===== src/hw/rtl/grit_pkg.sv =====
// ----------------------------------------------------------------------------
// Group range index table package
// Shared widths, command and status codes, controller operations and the
// structs that pass between the controller and the datapath.
// ----------------------------------------------------------------------------
package grit_pkg;

	localparam int GROUPS     = 256;
	localparam int ADDR_W     = 8;
	localparam int CNT_W      = 9;
	localparam int ITEM_W     = 16;
	localparam int RANK_W     = 8;
	localparam int MAP_W      = 17;
	localparam int ENTRY_W    = 2 * ITEM_W + RANK_W;
	localparam int IN_DATA_W  = 40;
	localparam int OUT_DATA_W = 104;

	// Input commands
	localparam logic [2:0] CMD_CLEAR     = 3'd0;
	localparam logic [2:0] CMD_APPEND    = 3'd1;
	localparam logic [2:0] CMD_SET_SIZE  = 3'd2;
	localparam logic [2:0] CMD_ITEM_LOOK = 3'd3;
	localparam logic [2:0] CMD_GRP_LOOK  = 3'd4;
	localparam logic [2:0] CMD_TO_LAYOUT = 3'd5;
	localparam logic [2:0] CMD_TO_DATA   = 3'd6;

	// Result status codes
	localparam logic [1:0] ST_OK     = 2'd0;
	localparam logic [1:0] ST_RANGE  = 2'd1;
	localparam logic [1:0] ST_REJECT = 2'd2;

	// Datapath operations issued by the controller
	localparam logic [4:0] OP_NONE      = 5'd0;
	localparam logic [4:0] OP_LATCH     = 5'd1;
	localparam logic [4:0] OP_CLEAR     = 5'd2;
	localparam logic [4:0] OP_APPEND    = 5'd3;
	localparam logic [4:0] OP_REJECT    = 5'd4;
	localparam logic [4:0] OP_MISS      = 5'd5;
	localparam logic [4:0] OP_PASS      = 5'd6;
	localparam logic [4:0] OP_RD_IDX    = 5'd7;
	localparam logic [4:0] OP_SZ_CHECK  = 5'd8;
	localparam logic [4:0] OP_RD_PTR    = 5'd9;
	localparam logic [4:0] OP_REB_WRITE = 5'd10;
	localparam logic [4:0] OP_REB_END   = 5'd11;
	localparam logic [4:0] OP_SRCH_INIT = 5'd12;
	localparam logic [4:0] OP_RD_MID    = 5'd13;
	localparam logic [4:0] OP_SRCH_STEP = 5'd14;
	localparam logic [4:0] OP_RD_LO     = 5'd15;
	localparam logic [4:0] OP_MAP_LO    = 5'd16;
	localparam logic [4:0] OP_GRP_RES   = 5'd17;
	localparam logic [4:0] OP_ITEM_RES  = 5'd18;
	localparam logic [4:0] OP_LAY_RES   = 5'd19;
	localparam logic [4:0] OP_PUSH      = 5'd20;

	typedef struct packed {
		logic [4:0] op;
	} ctrl_cmd_t;

	typedef struct packed {
		logic [2:0] cmd;
		logic       hide;
		logic       idx_lt_gt;
		logic       app_ok;
		logic       item_ok;
		logic       conv_go;
		logic       search_go;
		logic       reb_go;
		logic       sz_ok;
		logic       out_free;
	} dp_status_t;

endpackage


===== src/hw/rtl/grit_ctrl.sv =====
// ----------------------------------------------------------------------------
// Group range index table controller
// Sequences each command into datapath operations: table reads, searches,
// range rebuilds and the final result beat.
// ----------------------------------------------------------------------------
module grit_ctrl (
	input  logic                 clk,
	input  logic                 arst_n,
	input  logic                 in_valid,
	output logic                 in_ready,
	input  grit_pkg::dp_status_t st,
	output grit_pkg::ctrl_cmd_t  ctl
);

	localparam logic [3:0] S_IDLE      = 4'd0;
	localparam logic [3:0] S_DISPATCH  = 4'd1;
	localparam logic [3:0] S_SZ_WAIT   = 4'd2;
	localparam logic [3:0] S_REB_RD    = 4'd3;
	localparam logic [3:0] S_REB_WR    = 4'd4;
	localparam logic [3:0] S_SRCH      = 4'd5;
	localparam logic [3:0] S_SRCH_WAIT = 4'd6;
	localparam logic [3:0] S_G_WAIT    = 4'd7;
	localparam logic [3:0] S_G3_WAIT   = 4'd8;
	localparam logic [3:0] S_L_WAIT    = 4'd9;
	localparam logic [3:0] S_FINISH    = 4'd10;

	logic [3:0] state_q;
	logic [3:0] state_d;

	assign in_ready = (state_q == S_IDLE);

	// Next state and operation select.
	always_comb begin
		state_d = state_q;
		ctl.op  = grit_pkg::OP_NONE;
		unique case (state_q)
			S_IDLE: begin
				if (in_valid) begin
					ctl.op  = grit_pkg::OP_LATCH;
					state_d = S_DISPATCH;
				end
			end
			S_DISPATCH: begin
				state_d = S_FINISH;
				unique case (st.cmd)
					grit_pkg::CMD_CLEAR: begin
						ctl.op = grit_pkg::OP_CLEAR;
					end
					grit_pkg::CMD_APPEND: begin
						ctl.op = st.app_ok ? grit_pkg::OP_APPEND : grit_pkg::OP_REJECT;
					end
					grit_pkg::CMD_SET_SIZE: begin
						if (st.idx_lt_gt) begin
							ctl.op  = grit_pkg::OP_RD_IDX;
							state_d = S_SZ_WAIT;
						end else begin
							ctl.op = grit_pkg::OP_MISS;
						end
					end
					grit_pkg::CMD_ITEM_LOOK: begin
						if (st.item_ok) begin
							ctl.op  = grit_pkg::OP_SRCH_INIT;
							state_d = S_SRCH;
						end else begin
							ctl.op = grit_pkg::OP_MISS;
						end
					end
					grit_pkg::CMD_GRP_LOOK: begin
						if (st.idx_lt_gt) begin
							ctl.op  = grit_pkg::OP_RD_IDX;
							state_d = S_G_WAIT;
						end else begin
							ctl.op = grit_pkg::OP_MISS;
						end
					end
					grit_pkg::CMD_TO_LAYOUT: begin
						if (st.hide && st.idx_lt_gt) begin
							ctl.op  = grit_pkg::OP_RD_IDX;
							state_d = S_L_WAIT;
						end else begin
							ctl.op = grit_pkg::OP_PASS;
						end
					end
					grit_pkg::CMD_TO_DATA: begin
						if (st.conv_go) begin
							ctl.op  = grit_pkg::OP_SRCH_INIT;
							state_d = S_SRCH;
						end else begin
							ctl.op = grit_pkg::OP_PASS;
						end
					end
					default: begin
						ctl.op = grit_pkg::OP_NONE;
					end
				endcase
			end
			S_SZ_WAIT: begin
				ctl.op  = grit_pkg::OP_SZ_CHECK;
				state_d = st.sz_ok ? S_REB_RD : S_FINISH;
			end
			S_REB_RD: begin
				if (st.reb_go) begin
					ctl.op  = grit_pkg::OP_RD_PTR;
					state_d = S_REB_WR;
				end else begin
					ctl.op  = grit_pkg::OP_REB_END;
					state_d = S_FINISH;
				end
			end
			S_REB_WR: begin
				ctl.op  = grit_pkg::OP_REB_WRITE;
				state_d = S_REB_RD;
			end
			S_SRCH: begin
				if (st.search_go) begin
					ctl.op  = grit_pkg::OP_RD_MID;
					state_d = S_SRCH_WAIT;
				end else if (st.cmd == grit_pkg::CMD_ITEM_LOOK) begin
					ctl.op  = grit_pkg::OP_RD_LO;
					state_d = S_G3_WAIT;
				end else begin
					ctl.op  = grit_pkg::OP_MAP_LO;
					state_d = S_FINISH;
				end
			end
			S_SRCH_WAIT: begin
				ctl.op  = grit_pkg::OP_SRCH_STEP;
				state_d = S_SRCH;
			end
			S_G_WAIT: begin
				ctl.op  = grit_pkg::OP_GRP_RES;
				state_d = S_FINISH;
			end
			S_G3_WAIT: begin
				ctl.op  = grit_pkg::OP_ITEM_RES;
				state_d = S_FINISH;
			end
			S_L_WAIT: begin
				ctl.op  = grit_pkg::OP_LAY_RES;
				state_d = S_FINISH;
			end
			S_FINISH: begin
				if (st.out_free) begin
					ctl.op  = grit_pkg::OP_PUSH;
					state_d = S_IDLE;
				end
			end
			default: begin
				state_d = S_IDLE;
			end
		endcase
	end

	// State register.
	always_ff @(posedge clk or negedge arst_n) begin
		if (!arst_n) begin
			state_q <= S_IDLE;
		end else begin
			state_q <= state_d;
		end
	end

endmodule


===== config.mk =====
export PLATFORM = sky130hd
export DESIGN_NAME = grit_ctrl
export DESIGN_NICKNAME = d
export VERILOG_FILES = /design/src/hw/rtl/grit_pkg.sv /design/src/hw/rtl/grit_ctrl.sv
export SDC_FILE = /design/constraint.sdc
export NUM_CORES = 1
export LEC_CHECK = 0
export ABC_AREA = 1
export BUFFER_PORTS_ARGS = -buffer_cell sky130_fd_sc_hd__buf_2
export CORE_MARGIN = 5
export CORE_UTILIZATION = 45
export DETAILED_ROUTE_END_ITERATION = 10
export PLACE_DENSITY = 0.8
export SLEW_MARGIN = 20
export SYNTH_ARGS = -nofsm -noshare
export SYNTH_HDL_FRONTEND = slang
export SYNTH_SLANG_ARGS = --single-unit

===== constraint.sdc =====
create_clock -name clk -period 1 [get_ports clk]
set_input_delay 0.05 -clock clk [delete_from_list [all_inputs] [get_ports clk]]
set_output_delay 0.05 -clock clk [all_outputs]
set_load 0.01 [all_outputs]

==> qor.txt <==
Status: finished with violations
Violated checks: negative setup slack
Worst reg2reg startpoint: state_q[2]
Area growth from synthesis to layout: 55.7%
Max Cap Violations: 0
FFs w/ async S/R, synth: 100%
Post-synth top area cell: nand2_1
Combinational share of power: 76.1%
Largest registers: state_q: 4 flops
Num ports: 21
Synth Instances: 121
Portion of netlist area occupied by mux cells: 0%
CTS sink count: 4
Critical path destination: ctl[1]
Netlist Area Pre-Place: 686 um^2
Full die area: 2400 um^2
Most common cell after layout, fill and taps aside: nand2_1
Static Leakage: 0.586 nW
Clock Path Buffers: 2
Clock Pin Slew Worst Setup and Hold Paths: 0.04 ns
RSZ-0062 raised after global routing: true
Antenna violations before repair: 0
Clock power share: 8.5%
DRT iter0 DRCs: 33
ANT cells: 0
Hold Slack: 0.143 ns
Final core occ: 72.5%
Fin nets: 178
H-Tree Depth: 1
Crit path arrival time: 1.47 ns
FF+latch count, synth: 4
Sequential-to-total area share from yosys stat: 14.6%
TritonCTS clock tree: done
Fin crit share: 152%
Slowest cell on crit path: dfrtp_2
Multi-input logic area: 583 um^2
Slew margin rel.: 81.0%
Chip Height: 49.0 um
Clock Skews: 0.00374 ns
Max VDD drop: 1.02 mV
Final hold vios: 0
DR vias: 1015
Global Route Usage Sum: 20.3%
Vias per cell: 5.73
Synth unique cells: 24
Wire per inst: 13.7 um
Tmin final: 1.52 ns
Worst-Skew Late Latency: 0.24 ns
Top cell type's share of synthesized area: 14.8%
Largest net degree at the start of global routing: 11
P_sw: 1.30 mW
Syn Area/Cell: 5.67 um^2
Post-Route WL: 2430 um
Post-synth EDFFs: 0
Final GP Congestion: 0.964
Fill count: 116
Final WS setup: -0.521 ns
P_int: 1.24 mW
Largest fanout on the critical path: 5
Starting Density: 46.6%
Max reg flops: 4
RR Endpoint: state_q[1]
Post-synthesis net count: 136
Dpl hpwl: 1630 um
Crit path top cell by count: nor2_2
Synth Area in Compound Gates: 14.1%
CTS buffer count: 3
Critical path class: flip-flop to output pin
First-pass GRT wire length: 4000 um
Synthesis Warnings: 0
Worst slew pin tran: 0.282 ns
Worst Hold Class: input pin to flip-flop
CP max stage delay: 0.45 ns
Most flops, register: state_q
Vias in the first global route: 952
Worst EP required: 0.95 ns
Sw frac: 51.1%
CP Launch Point: state_q[2]
Crit end category: output pin
Clk Tree Root Cell: clkbuf_4
Drt pass-1 iters: 4
IO buf count: 20
XOR/XNOR Fraction of Synth Area: 0%
Final Max Tran Viols: 0
Largest family of logic cells by synthesized area: simple AND/OR/NAND/NOR gates
R2R depth: 9
Congestion Overflow GR: 0
Synth Area in Adders: 0%
Layout cells sized above 1: 50.3%
Highest-count cells in the layout ignoring fill and taps: 22 x nand2_1, 20 x buf_2, 16 x buf_4
Die W: 49.0 um
Ranking of synthesized cells by area: nand2_1 15%, dfrtp_1 15%, nand3_1 11%
Simple-Gate Fraction of Synth Area: 56.6%
Core Region: 1470 um^2
Residual DRC count: 0
R2r setup slk: -0.46 ns
Reg area: 104 um^2
Sequential share of power: 15.4%
Peak Freq: 658 MHz
Final ANT Viol Nets: 0
Num rows: 14
Pwr Density: 2380 nW/um^2
Cells along the critical path: nor2_2 > nand3_2 > nor2_2 > nor3b_1 > nand3_1 > buf_2
# setup viols final: 10
CP startpoint kind: flip-flop
Ys flop type: dfrtp_1
==> synth_stat cells, types with 3 or more instances <==
library cell  count
a21oi_1           6
dfrtp_1           4
inv_1            16
inv_2             3
nand2_1          27
nand2_2           4
nand3_1          15
nand4_1           8
nor2_1           16
o21ai_0           3
==> worst min path at each step <==
stage / cells after the start / end / from / slack, ns
after floorplan: 0 / state_q[0] / arst_n / -0.25
after global placement: 1 / state_q[2] / arst_n / -0.15
after detailed placement: 1 / state_q[3] / arst_n / -0.15
after CTS: 5 / state_q[0] / in_valid / 0.13
after global routing: 2 / state_q[3] / arst_n / 0.16
final: 5 / state_q[0] / in_valid / 0.14
==> routing by layer <==
layer	wire [um]	GRT usage (%)	part of all wire [%]	vias to the layer above
li1	-	-	-	485
met1	948	21.6	39	472
met2	1240	39.3	51	50
met3	164	2.45	6.7	8
met4	74	8.07	3.0	0
met5	0	0	0	-
==> power groups by stage <==
stage	combinational, mW	sequential [mW]	clock [mW]
final	1.93	0.392	0.215
after global routing	2.10	0.399	0.229
after global placement	1.34	0.351	0
after floorplan	1.01	0.309	0
after CTS	1.67	0.372	0.205
after detailed placement	1.37	0.357	0
==> worst max-delay path: cells and delay by family, from the launching register on <==
family / cells / cell delay, ns
buf+inv: 1 / 0.13
flops: 1 / 0.45
simple gates: 5 / 0.66
==> cells by family after synthesis <==
family,after synthesis
simple gates,79
flops,4
buf+inv,22
compound gates,16
==> cell type report <==
cell class / instances / share of cell area (%)
inverters: 19 / 6.92
clock buffers: 3 / 2.11
multi-input cells: 95 / 54.6
repair buffers: 40 / 24.7
well taps: 16 / 1.88
flip-flops and latches: 4 / 9.73
==> through the flow <==
step	power, mW	cells	setup TNS [ns]	setup WS, ns	cell area [um^2]
after global placement	1.69	161	-1.74	-0.221	858
after CTS	2.24	173	-3.46	-0.448	1000
final	2.54	177	-4.10	-0.521	1070
after detailed placement	1.73	161	-1.96	-0.252	858
after global routing	2.73	177	-4.69	-0.585	1070
after floorplan	1.32	121	-0.336	-0.102	719
==> what timing repair did <==
action | in CTS | in global routing
endpoints found under the hold margin | 4 | 0
setup buffers | 8 | 5
pin swaps | 8 | 6
hold buffers | 1 | 0
resized for setup | 14 | 12
setup endpoints to repair | 10 | 10
Power figures use the tool's default switching activity.
